--- src/rtl/core/kcr_pkg.sv ---
// Package of the keyframe color ramp: widths, limits and shared codes.
// No dependencies; every other file of the block imports it.
package kcr_pkg;

	localparam int MAX_ENTRIES = 16;
	localparam int IDX_W = $clog2(MAX_ENTRIES);
	localparam int CNT_W = $clog2(MAX_ENTRIES + 1);
	localparam int CH_W = 8;
	localparam int NUM_CH = 4;
	localparam int COLOR_W = CH_W * NUM_CH;
	localparam int TICK_W = 16;
	localparam int TIME_W = 32;
	localparam int TOTAL_W = TICK_W + IDX_W;
	localparam int MASK_W = 8;
	localparam int ENTRY_COUNT_W = 5;
	localparam int DELAY_W = 20;
	localparam int CFG_IDX_W = 2;
	localparam int CFG_DATA_W = 20;

	localparam logic [COLOR_W-1:0] HELD_RESET = '1;

	typedef enum logic {
		OP_LOAD = 1'b0,
		OP_EVAL = 1'b1
	} req_op_t;

	typedef enum logic [CFG_IDX_W-1:0] {
		CFG_VIEWER_MASK = 2'd0,
		CFG_HIDDEN_TEAMS = 2'd1,
		CFG_ENTRY_COUNT = 2'd2,
		CFG_START_DELAY = 2'd3
	} cfg_reg_t;

endpackage

--- src/rtl/core/kcr_if.sv ---
// Valid/ready channels of the keyframe color ramp: request and result.
// Depends on kcr_pkg for field widths and the operation code.
interface kcr_req_if;
	import kcr_pkg::*;

	logic valid;
	logic ready;
	req_op_t op;
	logic [IDX_W-1:0] entry_index;
	logic [CH_W-1:0] key_red;
	logic [CH_W-1:0] key_green;
	logic [CH_W-1:0] key_blue;
	logic [CH_W-1:0] key_alpha;
	logic [TICK_W-1:0] key_duration;
	logic [TIME_W-1:0] time_now;

	modport source (
		output valid, op, entry_index, key_red, key_green, key_blue, key_alpha,
		output key_duration, time_now,
		input ready
	);
	modport sink (
		input valid, op, entry_index, key_red, key_green, key_blue, key_alpha,
		input key_duration, time_now,
		output ready
	);
endinterface

interface kcr_rsp_if;
	import kcr_pkg::*;

	logic valid;
	logic ready;
	logic [CH_W-1:0] out_red;
	logic [CH_W-1:0] out_green;
	logic [CH_W-1:0] out_blue;
	logic [CH_W-1:0] out_alpha;

	modport source (
		output valid, out_red, out_green, out_blue, out_alpha,
		input ready
	);
	modport sink (
		input valid, out_red, out_green, out_blue, out_alpha,
		output ready
	);
endinterface

--- src/rtl/core/keyframe_color_ramp.sv ---
// Keyframe color ramp top level: microcoded sequencer, keyframe tables and datapath.
// Depends on kcr_pkg and the kcr_req_if / kcr_rsp_if channels.
//
// A load request writes one keyframe entry as it is accepted and gives no result. An
// evaluate request runs a short microprogram and gives one RGBA result. Most of its
// length lies in the 33-step restoring modulo that forms the phase, the two passes over
// the duration table through its single read port, and the 8-step divide of the blend,
// done for all four channels at once. Hidden and empty cases skip all of these, and a
// single entry or a zero total skips all but the summing pass. The block takes one request
// at a time; a finished result waits in the output register while the next request is
// accepted, and a new result waits for that register to empty.
module keyframe_color_ramp (
	input logic clk,
	input logic arst_n,
	input logic cfg_we,
	input logic [kcr_pkg::CFG_IDX_W-1:0] cfg_index,
	input logic [kcr_pkg::CFG_DATA_W-1:0] cfg_data,
	kcr_req_if.sink req,
	kcr_rsp_if.source rsp
);
	import kcr_pkg::*;

	localparam int DVD_W = TIME_W + 1;
	localparam int STEP_W = $clog2(DVD_W);
	localparam int V_W = TICK_W + CH_W;
	localparam logic [STEP_W-1:0] DIVP_LAST = STEP_W'(DVD_W - 1);
	localparam logic [STEP_W-1:0] BLEND_LAST = STEP_W'(CH_W - 1);

	typedef enum logic [4:0] {
		S_WAIT = 5'd0,
		S_HIDE_T = 5'd1,
		S_EMPTY_T = 5'd2,
		S_SUM = 5'd3,
		S_ONE_T = 5'd4,
		S_DIVP = 5'd5,
		S_SCAN0 = 5'd6,
		S_SCAN = 5'd7,
		S_RDP = 5'd8,
		S_RDN = 5'd9,
		S_LATN = 5'd10,
		S_MUL = 5'd11,
		S_DIVB = 5'd12,
		S_BLEND = 5'd13,
		S_USEN = 5'd14,
		S_FIRST = 5'd15,
		S_FIRST2 = 5'd16,
		S_HIDE = 5'd17,
		S_EMIT = 5'd18,
		S_HOLD = 5'd19
	} step_t;

	typedef enum logic [3:0] {
		U_NOP,
		U_SUM_INIT,
		U_SUM,
		U_DIV_INIT,
		U_DIV_STEP,
		U_SCAN_INIT,
		U_SCAN,
		U_RD_PREV,
		U_RD_NEXT,
		U_LAT_NEXT,
		U_MUL,
		U_BLEND_STEP,
		U_SET_BLEND,
		U_SET_NEXT,
		U_SET_READ,
		U_HIDE
	} uop_t;

	typedef enum logic [3:0] {
		C_NEVER,
		C_ALWAYS,
		C_NOT_START,
		C_HIDDEN,
		C_EMPTY,
		C_SUM_MORE,
		C_SINGLE,
		C_DIVP_MORE,
		C_SCAN_MORE,
		C_ZERO_DUR,
		C_BLEND_MORE,
		C_OUT_FREE
	} cond_t;

	typedef struct packed {
		uop_t op;
		cond_t cond;
		step_t target;
	} ucw_t;

	// Control store: one word per step, a taken condition jumps, otherwise the next step.
	function automatic ucw_t ucode(input step_t s);
		ucw_t w;
		case (s)
			S_WAIT: w = '{U_NOP, C_NOT_START, S_WAIT};
			S_HIDE_T: w = '{U_NOP, C_HIDDEN, S_HIDE};
			S_EMPTY_T: w = '{U_SUM_INIT, C_EMPTY, S_EMIT};
			S_SUM: w = '{U_SUM, C_SUM_MORE, S_SUM};
			S_ONE_T: w = '{U_DIV_INIT, C_SINGLE, S_FIRST};
			S_DIVP: w = '{U_DIV_STEP, C_DIVP_MORE, S_DIVP};
			S_SCAN0: w = '{U_SCAN_INIT, C_NEVER, S_WAIT};
			S_SCAN: w = '{U_SCAN, C_SCAN_MORE, S_SCAN};
			S_RDP: w = '{U_RD_PREV, C_NEVER, S_WAIT};
			S_RDN: w = '{U_RD_NEXT, C_NEVER, S_WAIT};
			S_LATN: w = '{U_LAT_NEXT, C_ZERO_DUR, S_USEN};
			S_MUL: w = '{U_MUL, C_NEVER, S_WAIT};
			S_DIVB: w = '{U_BLEND_STEP, C_BLEND_MORE, S_DIVB};
			S_BLEND: w = '{U_SET_BLEND, C_ALWAYS, S_EMIT};
			S_USEN: w = '{U_SET_NEXT, C_ALWAYS, S_EMIT};
			S_FIRST: w = '{U_NOP, C_NEVER, S_WAIT};
			S_FIRST2: w = '{U_SET_READ, C_ALWAYS, S_EMIT};
			S_HIDE: w = '{U_HIDE, C_NEVER, S_WAIT};
			S_EMIT: w = '{U_NOP, C_OUT_FREE, S_WAIT};
			S_HOLD: w = '{U_NOP, C_ALWAYS, S_EMIT};
			default: w = '{U_NOP, C_ALWAYS, S_WAIT};
		endcase
		return w;
	endfunction

	logic [COLOR_W-1:0] colors_mem [MAX_ENTRIES];
	logic [TICK_W-1:0] ticks_mem [MAX_ENTRIES];

	step_t pc_q;
	logic out_valid_q;
	logic [MASK_W-1:0] viewer_mask_q;
	logic [MASK_W-1:0] hidden_teams_q;
	logic [ENTRY_COUNT_W-1:0] entry_count_q;
	logic [DELAY_W-1:0] start_delay_q;
	logic [COLOR_W-1:0] held_color_q;

	logic [TIME_W-1:0] time_q;
	logic [COLOR_W-1:0] color_rd_q;
	logic [TICK_W-1:0] tick_rd_q;
	logic [IDX_W-1:0] idx_q;
	logic [IDX_W-1:0] prev_q;
	logic [TOTAL_W-1:0] total_q;
	logic [TOTAL_W-1:0] cum_q;
	logic [TOTAL_W-1:0] rem_q;
	logic [DVD_W-1:0] dvd_q;
	logic [STEP_W-1:0] cnt_q;
	logic [TICK_W-1:0] dur_q;
	logic [TICK_W-1:0] left_q;
	logic [COLOR_W-1:0] prev_color_q;
	logic [COLOR_W-1:0] next_color_q;
	logic [TICK_W-1:0] brem_q [NUM_CH];
	logic [CH_W-1:0] bq_q [NUM_CH];
	logic [COLOR_W-1:0] out_color_q;

	ucw_t uw;
	logic req_acc;
	logic eval_acc;
	logic load_acc;
	logic out_free;
	logic cond_true;
	logic [CNT_W-1:0] n_eff;
	logic [CNT_W-1:0] idx_nxt;
	logic [CNT_W-1:0] prev_nxt;
	logic [IDX_W-1:0] next_idx;
	logic [IDX_W-1:0] tick_addr;
	logic [IDX_W-1:0] color_addr;
	logic [TOTAL_W:0] trial;
	logic trial_ge;
	logic [TOTAL_W-1:0] cum_nxt;
	logic found;
	logic [V_W-1:0] v [NUM_CH];
	logic [TICK_W:0] btrial [NUM_CH];
	logic bge [NUM_CH];

	assign uw = ucode(pc_q);
	assign req.ready = (pc_q == S_WAIT);
	assign req_acc = req.valid && req.ready;
	assign eval_acc = req_acc && (req.op == OP_EVAL);
	assign load_acc = req_acc && (req.op == OP_LOAD);
	assign out_free = !out_valid_q || rsp.ready;

	assign rsp.valid = out_valid_q;
	assign rsp.out_red = out_color_q[3*CH_W +: CH_W];
	assign rsp.out_green = out_color_q[2*CH_W +: CH_W];
	assign rsp.out_blue = out_color_q[CH_W +: CH_W];
	assign rsp.out_alpha = out_color_q[0 +: CH_W];

	always_comb begin
		if (int'(entry_count_q) > MAX_ENTRIES) begin
			n_eff = CNT_W'(MAX_ENTRIES);
		end else begin
			n_eff = CNT_W'(entry_count_q);
		end
		idx_nxt = CNT_W'(idx_q) + CNT_W'(1);
		prev_nxt = CNT_W'(prev_q) + CNT_W'(1);
		next_idx = (prev_nxt < n_eff) ? prev_nxt[IDX_W-1:0] : '0;

		trial = {rem_q, dvd_q[DVD_W-1]};
		trial_ge = trial >= {1'b0, total_q};
		cum_nxt = cum_q + TOTAL_W'(tick_rd_q);
		found = cum_nxt >= rem_q;

		for (int c = 0; c < NUM_CH; c++) begin
			v[c] = V_W'(left_q) * V_W'(prev_color_q[c*CH_W +: CH_W])
				+ V_W'(dur_q - left_q) * V_W'(next_color_q[c*CH_W +: CH_W]);
			btrial[c] = {brem_q[c], bq_q[c][CH_W-1]};
			bge[c] = btrial[c] >= {1'b0, dur_q};
		end

		case (uw.op)
			U_SUM_INIT, U_SCAN_INIT: tick_addr = '0;
			default: tick_addr = idx_nxt[IDX_W-1:0];
		endcase
		case (uw.op)
			U_RD_PREV: color_addr = prev_q;
			U_RD_NEXT: color_addr = next_idx;
			default: color_addr = '0;
		endcase

		case (uw.cond)
			C_NEVER: cond_true = 1'b0;
			C_ALWAYS: cond_true = 1'b1;
			C_NOT_START: cond_true = !eval_acc;
			C_HIDDEN: cond_true = (viewer_mask_q & hidden_teams_q) != '0;
			C_EMPTY: cond_true = (n_eff == '0);
			C_SUM_MORE: cond_true = idx_nxt < n_eff;
			C_SINGLE: cond_true = (n_eff == CNT_W'(1)) || (total_q == '0);
			C_DIVP_MORE: cond_true = cnt_q != DIVP_LAST;
			C_SCAN_MORE: cond_true = !found && (idx_nxt < n_eff);
			C_ZERO_DUR: cond_true = (dur_q == '0);
			C_BLEND_MORE: cond_true = cnt_q != BLEND_LAST;
			C_OUT_FREE: cond_true = out_free;
			default: cond_true = 1'b0;
		endcase
	end

	always_ff @(posedge clk) begin
		if (load_acc) begin
			colors_mem[req.entry_index] <= {req.key_red, req.key_green,
				req.key_blue, req.key_alpha};
			ticks_mem[req.entry_index] <= req.key_duration;
		end
		color_rd_q <= colors_mem[color_addr];
		tick_rd_q <= ticks_mem[tick_addr];
	end

	always_ff @(posedge clk) begin
		if (req_acc) begin
			time_q <= req.time_now;
		end
		if ((pc_q == S_EMIT) && out_free) begin
			out_color_q <= held_color_q;
		end
		case (uw.op)
			U_SUM_INIT: begin
				total_q <= '0;
				idx_q <= '0;
			end
			U_SUM: begin
				total_q <= total_q + TOTAL_W'(tick_rd_q);
				idx_q <= idx_nxt[IDX_W-1:0];
			end
			U_DIV_INIT: begin
				rem_q <= '0;
				dvd_q <= DVD_W'(time_q) + DVD_W'(start_delay_q);
				cnt_q <= '0;
			end
			U_DIV_STEP: begin
				rem_q <= trial_ge ? TOTAL_W'(trial - {1'b0, total_q}) : trial[TOTAL_W-1:0];
				dvd_q <= {dvd_q[DVD_W-2:0], 1'b0};
				cnt_q <= cnt_q + STEP_W'(1);
			end
			U_SCAN_INIT: begin
				cum_q <= '0;
				idx_q <= '0;
			end
			U_SCAN: begin
				if (found || !(idx_nxt < n_eff)) begin
					prev_q <= idx_q;
					dur_q <= tick_rd_q;
					left_q <= TICK_W'(cum_nxt - rem_q);
				end else begin
					cum_q <= cum_nxt;
					idx_q <= idx_nxt[IDX_W-1:0];
				end
			end
			U_RD_NEXT: begin
				prev_color_q <= color_rd_q;
			end
			U_LAT_NEXT: begin
				next_color_q <= color_rd_q;
			end
			U_MUL: begin
				for (int c = 0; c < NUM_CH; c++) begin
					brem_q[c] <= v[c][V_W-1:CH_W];
					bq_q[c] <= v[c][CH_W-1:0];
				end
				cnt_q <= '0;
			end
			U_BLEND_STEP: begin
				for (int c = 0; c < NUM_CH; c++) begin
					brem_q[c] <= bge[c] ? TICK_W'(btrial[c] - {1'b0, dur_q})
						: btrial[c][TICK_W-1:0];
					bq_q[c] <= {bq_q[c][CH_W-2:0], bge[c]};
				end
				cnt_q <= cnt_q + STEP_W'(1);
			end
			default: begin
			end
		endcase
	end

	always_ff @(posedge clk or negedge arst_n) begin
		if (!arst_n) begin
			pc_q <= S_WAIT;
			out_valid_q <= 1'b0;
			viewer_mask_q <= '0;
			hidden_teams_q <= '0;
			entry_count_q <= '0;
			start_delay_q <= '0;
			held_color_q <= HELD_RESET;
		end else begin
			pc_q <= cond_true ? uw.target : step_t'(pc_q + 5'd1);

			if ((pc_q == S_EMIT) && out_free) begin
				out_valid_q <= 1'b1;
			end else if (rsp.ready) begin
				out_valid_q <= 1'b0;
			end

			case (uw.op)
				U_SET_BLEND: held_color_q <= {bq_q[3], bq_q[2], bq_q[1], bq_q[0]};
				U_SET_NEXT: held_color_q <= next_color_q;
				U_SET_READ: held_color_q <= color_rd_q;
				U_HIDE: held_color_q[CH_W-1:0] <= '0;
				default: begin
				end
			endcase

			if (cfg_we) begin
				case (cfg_reg_t'(cfg_index))
					CFG_VIEWER_MASK: viewer_mask_q <= cfg_data[MASK_W-1:0];
					CFG_HIDDEN_TEAMS: hidden_teams_q <= cfg_data[MASK_W-1:0];
					CFG_ENTRY_COUNT: entry_count_q <= cfg_data[ENTRY_COUNT_W-1:0];
					CFG_START_DELAY: start_delay_q <= cfg_data[DELAY_W-1:0];
					default: begin
					end
				endcase
			end
		end
	end

`ifndef ASSERT_OFF
	a_phase_below_total: assert property (@(posedge clk) disable iff (!arst_n)
		(pc_q == S_SCAN0) |-> (rem_q < total_q))
		else $error("Phase is not below the total duration after the modulo.");

	a_left_within_dur: assert property (@(posedge clk) disable iff (!arst_n)
		(pc_q == S_MUL) |-> (left_q <= dur_q))
		else $error("Remaining ticks exceed the duration of the found entry.");

	a_blend_rem_below_dur: assert property (@(posedge clk) disable iff (!arst_n)
		(pc_q == S_DIVB) |-> ((brem_q[0] < dur_q) && (brem_q[NUM_CH-1] < dur_q)))
		else $error("Blend divider remainder is not below the divisor.");

	a_eval_starts: assert property (@(posedge clk) disable iff (!arst_n)
		(req.valid && req.ready && (req.op == OP_EVAL)) |=> (pc_q == S_HIDE_T))
		else $error("An accepted evaluate request did not start the program.");

	a_emit_returns: assert property (@(posedge clk) disable iff (!arst_n)
		((pc_q == S_EMIT) && out_free) |=> ((pc_q == S_WAIT) && rsp.valid))
		else $error("A written result did not return the sequencer to idle.");
`endif

endmodule
--- src/flat_wrapper.sv ---
// flat-port wrapper written by rule: the top's interface ports become plain ports
module keyframe_color_ramp_flat import kcr_pkg::*;
  (clk, arst_n, cfg_we, cfg_index, cfg_data, req_valid, req_op, req_entry_index, req_key_red, req_key_green, req_key_blue, req_key_alpha, req_key_duration, req_time_now, req_ready, rsp_valid, rsp_out_red, rsp_out_green, rsp_out_blue, rsp_out_alpha, rsp_ready);
  kcr_req_if req_i ();
  kcr_rsp_if rsp_i ();
  input logic clk;
  input logic arst_n;
  input logic cfg_we;
  input logic [kcr_pkg::CFG_IDX_W-1:0] cfg_index;
  input logic [kcr_pkg::CFG_DATA_W-1:0] cfg_data;
  input wire logic [$bits(req_i.valid)-1:0] req_valid;
  input wire logic [$bits(req_i.op)-1:0] req_op;
  input wire logic [$bits(req_i.entry_index)-1:0] req_entry_index;
  input wire logic [$bits(req_i.key_red)-1:0] req_key_red;
  input wire logic [$bits(req_i.key_green)-1:0] req_key_green;
  input wire logic [$bits(req_i.key_blue)-1:0] req_key_blue;
  input wire logic [$bits(req_i.key_alpha)-1:0] req_key_alpha;
  input wire logic [$bits(req_i.key_duration)-1:0] req_key_duration;
  input wire logic [$bits(req_i.time_now)-1:0] req_time_now;
  output wire logic [$bits(req_i.ready)-1:0] req_ready;
  output wire logic [$bits(rsp_i.valid)-1:0] rsp_valid;
  output wire logic [$bits(rsp_i.out_red)-1:0] rsp_out_red;
  output wire logic [$bits(rsp_i.out_green)-1:0] rsp_out_green;
  output wire logic [$bits(rsp_i.out_blue)-1:0] rsp_out_blue;
  output wire logic [$bits(rsp_i.out_alpha)-1:0] rsp_out_alpha;
  input wire logic [$bits(rsp_i.ready)-1:0] rsp_ready;
  assign req_i.valid = req_valid;
  assign req_i.op = req_op;
  assign req_i.entry_index = req_entry_index;
  assign req_i.key_red = req_key_red;
  assign req_i.key_green = req_key_green;
  assign req_i.key_blue = req_key_blue;
  assign req_i.key_alpha = req_key_alpha;
  assign req_i.key_duration = req_key_duration;
  assign req_i.time_now = req_time_now;
  assign req_ready = req_i.ready;
  assign rsp_valid = rsp_i.valid;
  assign rsp_out_red = rsp_i.out_red;
  assign rsp_out_green = rsp_i.out_green;
  assign rsp_out_blue = rsp_i.out_blue;
  assign rsp_out_alpha = rsp_i.out_alpha;
  assign rsp_i.ready = rsp_ready;
  keyframe_color_ramp u_core (.clk(clk), .arst_n(arst_n), .cfg_we(cfg_we), .cfg_index(cfg_index), .cfg_data(cfg_data), .req(req_i), .rsp(rsp_i));
endmodule
--- config.mk ---
export PLATFORM = sky130hd
export DESIGN_NAME = keyframe_color_ramp_flat
export DESIGN_NICKNAME = d
export VERILOG_FILES = /design/src/rtl/core/kcr_pkg.sv /design/src/rtl/core/kcr_if.sv /design/src/rtl/core/keyframe_color_ramp.sv /design/src/flat_wrapper.sv
export SDC_FILE = /design/constraint.sdc
export NUM_CORES = 2
export LEC_CHECK = 0
export BUFFER_PORTS_ARGS = -buffer_cell sky130_fd_sc_hd__buf_2
export CORE_ASPECT_RATIO = 0.5
export CORE_MARGIN = 3
export CORE_UTILIZATION = 50
export DETAILED_ROUTE_END_ITERATION = 10
export PLACE_DENSITY = 0.66
export REMOVE_ABC_BUFFERS = 1
export SLEW_MARGIN = 20
export SYNTH_ARGS = -nofsm -noshare
export SYNTH_HDL_FRONTEND = slang
export SYNTH_SLANG_ARGS = --single-unit
--- constraint.sdc ---
create_clock -name clk -period 15 [get_ports clk]
set_clock_uncertainty 0.05 [all_clocks]
set_input_delay 3.75 -clock clk [delete_from_list [all_inputs] [get_ports clk]]
set_output_delay 3.75 -clock clk [all_outputs]
set_load 0.005 [all_outputs]
* Word level (Yosys, flattened, before mapping)
Memory sizes are Yosys's and may differ from the RTL's. A register that Yosys moved wholly into a read port is not among the register bits.
Cells that the tools add are included.
** Storage, ports and cells
- Bits in registers :: 346
- Latch bits :: 0
- Bits in writable memories :: 864
- Bits in read-only memories :: 416
- Output and inout port bits :: 34
- Memories :: 5
** Operators by class
- Add/sub/neg operators :: 18
- Multiply operators :: 8
- Div/mod/pow operators :: 0
- Order comparisons :: 9
- Equal/unequal tests :: 34
- Shift operators :: 0
- Mux-type cells :: 37
- Bitwise gates (word level) :: 10
- Reduce and logical (&&, ||, !) cells :: 36
** Memories
- u_core.colors_mem :: words 16, bits a word 32, read ports 1, clocked after Yosys merged registers in 1, wr ports 1, line keyframe_color_ramp.sv:121 : logic [COLOR_W-1:0] colors_mem [MAX_ENTRIES];
- (name not given) :: words 32, bits a word 13, read ports 1, clocked after Yosys merged registers in 0, wr ports 0, line keyframe_color_ramp.sv:95 : case (s)
- u_core.ticks_mem :: words 16, bits a word 16, read ports 1, clocked after Yosys merged registers in 1, wr ports 1, line keyframe_color_ramp.sv:122 : logic [TICK_W-1:0] ticks_mem [MAX_ENTRIES];
- u_core.brem_q :: words 4, bits a word 16, read ports 4, clocked after Yosys merged registers in 0, wr ports 4, line keyframe_color_ramp.sv:146 : logic [TICK_W-1:0] brem_q [NUM_CH];
- u_core.bq_q :: words 4, bits a word 8, read ports 4, clocked after Yosys merged registers in 0, wr ports 4, line keyframe_color_ramp.sv:147 : logic [CH_W-1:0] bq_q [NUM_CH];
** Operators with widths (number)
- 16-bit 2-to-1 mux :: 8
- 20-bit one-hot mux with 2 select lines :: 3
- 24-bit adder :: 4
- 16-bit by 8-bit multiplier with 24-bit output :: 4
- 24-bit by 8-bit multiplier with 24-bit output :: 4
- 16-bit subtractor :: 5
- 24-bit one-hot mux with 3 select lines :: 1
- 17-bit by 16-bit greater-or-equal comparator with 1-bit output :: 4
- 33-bit one-hot mux with 2 select lines :: 1
- 4-bit == test, second input constant :: 12
- 20-bit by 16-bit adder with 20-bit output :: 2
- 20-bit 2-to-1 mux :: 2
- 32-bit by 20-bit adder with 33-bit output :: 1
- 4-bit by 3-bit == test with 1-bit output, second input constant :: 8
- 8-bit 2-to-1 mux :: 4
- 8-bit one-hot mux with 4 select lines :: 1
- 21-bit by 20-bit greater-or-equal comparator with 1-bit output :: 1
- 20-bit greater-or-equal comparator :: 1
- 20-bit logical NOT :: 1
- 20-bit subtractor :: 1
- 16-bit by 16-bit subtractor with 17-bit output :: 1
- 4-bit by 2-bit == test with 1-bit output, second input constant :: 4
- 16-bit logical NOT :: 1
- 2-bit AND reduction :: 7
- 33 further kinds :: 71

* Longest topological paths before layout
- Word-level depth :: 7
- Depth in mapped cells :: 36
- Mapped depth without buffers :: 34

* Least setup slack after synthesis
OpenSTA, ideal clock, no wires.
- Kind :: input to register
- Start point :: input req_valid
- End point :: memory u_core.colors_mem[0][0] (netlist name) (enable)
- Arrival :: 8.524 ns
- Data required time :: 14.437 ns
- Setup slack :: 5.912 ns
- Cell stages on the path :: 4
- Buffers on the path :: 0
- Cells stage by stage :: and3_1 nand2b_1 or3_1 nor3_1
** Between the ends
- Longest elaborated chain between the ends :: 4
** Ends and longest elaborated chain
- start: declaration :: line flat_wrapper.sv:11 : input wire logic [$bits(req_i.valid)-1:0] req_valid;
- 1-bit logical AND :: line keyframe_color_ramp.sv:172 : assign req_acc = req.valid && req.ready;
- 1-bit logical AND :: line keyframe_color_ramp.sv:174 : assign load_acc = req_acc && (req.op == OP_LOAD);
- 1-bit 2-to-1 mux :: line keyframe_color_ramp.sv:233 : if (load_acc) begin
- 1-bit 2-to-1 mux (not written as such) :: line keyframe_color_ramp.sv:234 : colors_mem[req.entry_index] <= {req.key_red, req.key_green,
- end: declaration :: line keyframe_color_ramp.sv:121
Every way passes these cells.

==> out/metrics.cfg <==
[outcome]
status=finished clean

[final_layout]
fillers=15410
instances_no_fill=10590
fin_nets=9561
multi_input_area_um2=49210
syn2layout_area_growth_pct=8.078
regArea_um2=36940
drive_above_1_share=0.07812

[placement]
place_inst=10360
place_congestion=0.9042
hpwl_um=159900
port_buffers=145

[timing]
setup_tns_ns=0
maxSlewHeadroom=0.09411
fmaxAchievable_mhz=107.9
worst_slew_pin_slew_ns=1.321
drv_slew=0
rsz0062_at_grt=false
hold_viol=0
setup_violations=0
min_period_ns=9.270
finalCritPeriodShare=0.6180

[synthesis]
synth_cell_types=87
synth_flop_cell=edfxtp_1
synth.top_cells.by_area=edfxtp_1 (37%), fa_1 (20%), mux2i_1 (6.7%), ha_1 (6.1%), inv_1 (4.8%)
yosys.area.top_type=edfxtp_1
ys_seq_area_frac=0.4026
async_flop_share=0.06280
synth_top_area_frac=0.3701
syn_inst=8063
netlist_area_um2=91760
synth-seq-cells=1258
yosysWarnings=0
synth_edf_count=1131
syn_area_per_cell_um2=11.38

[detailed_routing]
ant_nets=0
vias=59830
wl_um=242500
dr.first_iter.drc_count=4804
wl_per_cell_um=22.89
dr.pass1.iters=6
via_per_inst=5.648
drc_errors=0

[worst_setup_path]
worstSetupStartpointType=flop
max_stage_delay_ns=0.81
cp_common_cell=fa_1
crit_path_max_fanout=32
crit_required_ns=15.43
cp_data_arrival_time_ns=9.70
crit_path_end_kind=flop
cp_slowest_cell=edfxtp_1
critPathKind=flop to flop

[cts]
numCtsBuffers=117
cts_root_buf=clkbuf_16
clkSinkCount=1258
ctsResizeCount=0
cts_setup_buffers=0
htree_levels=3
path_clk_slew_ns=0.07
ctsHoldBuffers=0
clk_path_buf_depth=3
cts_tree=built
clk_latency_ns=0.76

[floorplan]
num_rows=110
start_util=0.5066
dieArea_um2=189000
die_x_um=611.8
core_area_um2=181100
die_y_um=308.9
io_pins=146

[min_path]
hp-class=flop to flop

[global_route]
grt_pass1_vias=61100
grt_pass1_wl_um=372400
grt_use_met2=0.4179
gr-max-usage-layer=met2
met1_usage=0.3597
met3_usage=0.05007
grt_antenna_before_repair=24
grt_util_all_layers=0.2601
grt-ovfl-total=0
grt_max_degree=109

[job]
maxCapViolCount=0

## Yosys cell counts (38+ instances only)
| library cell | count |
|---|---|
| a21o_1 | 57 |
| a21oi_1 | 297 |
| and2_1 | 384 |
| clkbuf_1 | 283 |
| dfrtp_1 | 47 |
| dfxtp_1 | 48 |
| edfxtp_1 | 1131 |
| fa_1 | 926 |
| ha_1 | 447 |
| inv_1 | 1173 |
| mux2_2 | 68 |
| mux2i_1 | 618 |
| nand2_1 | 870 |
| nand2b_1 | 47 |
| nand3_1 | 70 |
| nor2_1 | 336 |
| nor2b_1 | 102 |
| nor3_1 | 83 |
| o21a_1 | 38 |
| o21ai_0 | 184 |
| xnor2_1 | 197 |
| xor2_1 | 78 |
## path summary, 6_finish.rpt
| path | start | end | slack, ns | cells after the start |
|---|---|---|---|---|
| min | u_core.color_rd_q[13]$_DFF_P_ | u_core.next_color_q[13]$_DFFE_PN_ | 0.38 | 0 |
| max | u_core.dur_q[1]$_DFFE_PP_ | u_core.brem_q[3][13]$_DFFE_PP_ | 5.73 | 30 |
| max reg2reg | u_core.dur_q[1]$_DFFE_PP_ | u_core.brem_q[3][13]$_DFFE_PP_ | 5.73 | 30 |
| min reg2reg | u_core.color_rd_q[13]$_DFF_P_ | u_core.next_color_q[13]$_DFFE_PN_ | 0.38 | 0 |
| max in group asynchronous | arst_n | u_core.held_color_q[5]$_DFFE_PN1P_ | 10.80 | 2 |
| min in group asynchronous | arst_n | u_core.start_delay_q[18]$_DFFE_PN0P_ | 2.85 | 1 |
## metrics by stage
step                        util  area (µm²)  hold WS [ns]  setup slack (ns)
final                     0.5475       99170        0.3824             5.730
after CTS                 0.5473       99120        0.4004             5.802
after floorplan                -       90130        0.3700             3.199
after detailed placement  0.5254       95160        0.3921             5.867
after global placement    0.5254       95160        0.3842             5.907
after global routing      0.5475       99160        0.4182             4.958
## critical path, delay by kind of cell, from the launching register on
kind                       cells  cell delay (ns)
and+or+nand+nor                7             1.50
xor gates and xnor gates       2             0.29
buffers and inverters          4             0.61
DFF                            1             0.81
AOI/OAI and AO/OA              9             2.06
adders and majority gates      8             3.62
## flip-flops by register name, summed over array words and instances, names as in the netlist, 20 cells and up
| signal | count |
|---|---|
| u_core.prev_color_q | 32 |
| u_core.dvd_q | 33 |
| u_core.total_q | 20 |
| u_core.next_color_q | 32 |
| u_core.bq_q | 32 |
| u_core.color_rd_q | 32 |
| u_core.out_color_q | 32 |
| u_core.held_color_q | 32 |
| u_core.colors_mem | 512 |
| u_core.start_delay_q | 20 |
| u_core.time_q | 32 |
| u_core.rem_q | 20 |
| u_core.brem_q | 64 |
| u_core.ticks_mem | 256 |
| u_core.cum_q | 20 |
## layer usage
| layer | share of wire | routed length (µm) |
|---|---|---|
| met4 | 0.035 | 8473 |
| met2 | 0.46 | 110800 |
| met5 | 0.00012 | 28 |
| met1 | 0.43 | 104200 |
| met3 | 0.078 | 18970 |
## logic make-up after synthesis
| logic type | share of synthesized area |
|---|---|
| buffers and inverters | 0.06571 |
| muxes | 0.07601 |
| AOI/OAI and AO/OA | 0.06221 |
| xor gates and xnor gates | 0.02625 |
| adders and majority gates | 0.2630 |
| and+or+nand+nor | 0.1042 |
| DFF | 0.4026 |
## layout by cell type (no fill, tap or decap), types with 34 or more instances in the layout
master     count
a21o_1        56
a21oi_1      293
a31oi_1       34
and2_1       383
buf_2        144
buf_4        111
clkbuf_16    118
dfrtp_1       47
dfxtp_1       48
edfxtp_1    1131
fa_1         925
ha_1         446
inv_1       1173
mux2_2        68
mux2i_1      616
nand2_1      869
nand2b_1      46
nand3_1       69
nor2_1       315
nor2b_1      102
nor3_1        77
o21a_1        38
o21ai_0      183
o221ai_1      34
xnor2_1      185
xor2_1        77
## cell type report
type                       instances  area share
multi-input combinational       5267      0.4963
sequential                      1258      0.3725
inverter                        1174     0.04444
clock buffer                     160     0.03328
tap                             2408     0.03038
timing repair buffer             258     0.01628
clock inverter                    63    0.006725
antenna                            5   0.0001262
Power is left out: the tool's default activity adds up to more than one toggle a clock period on the data nets, which glitch-free logic cannot reach.
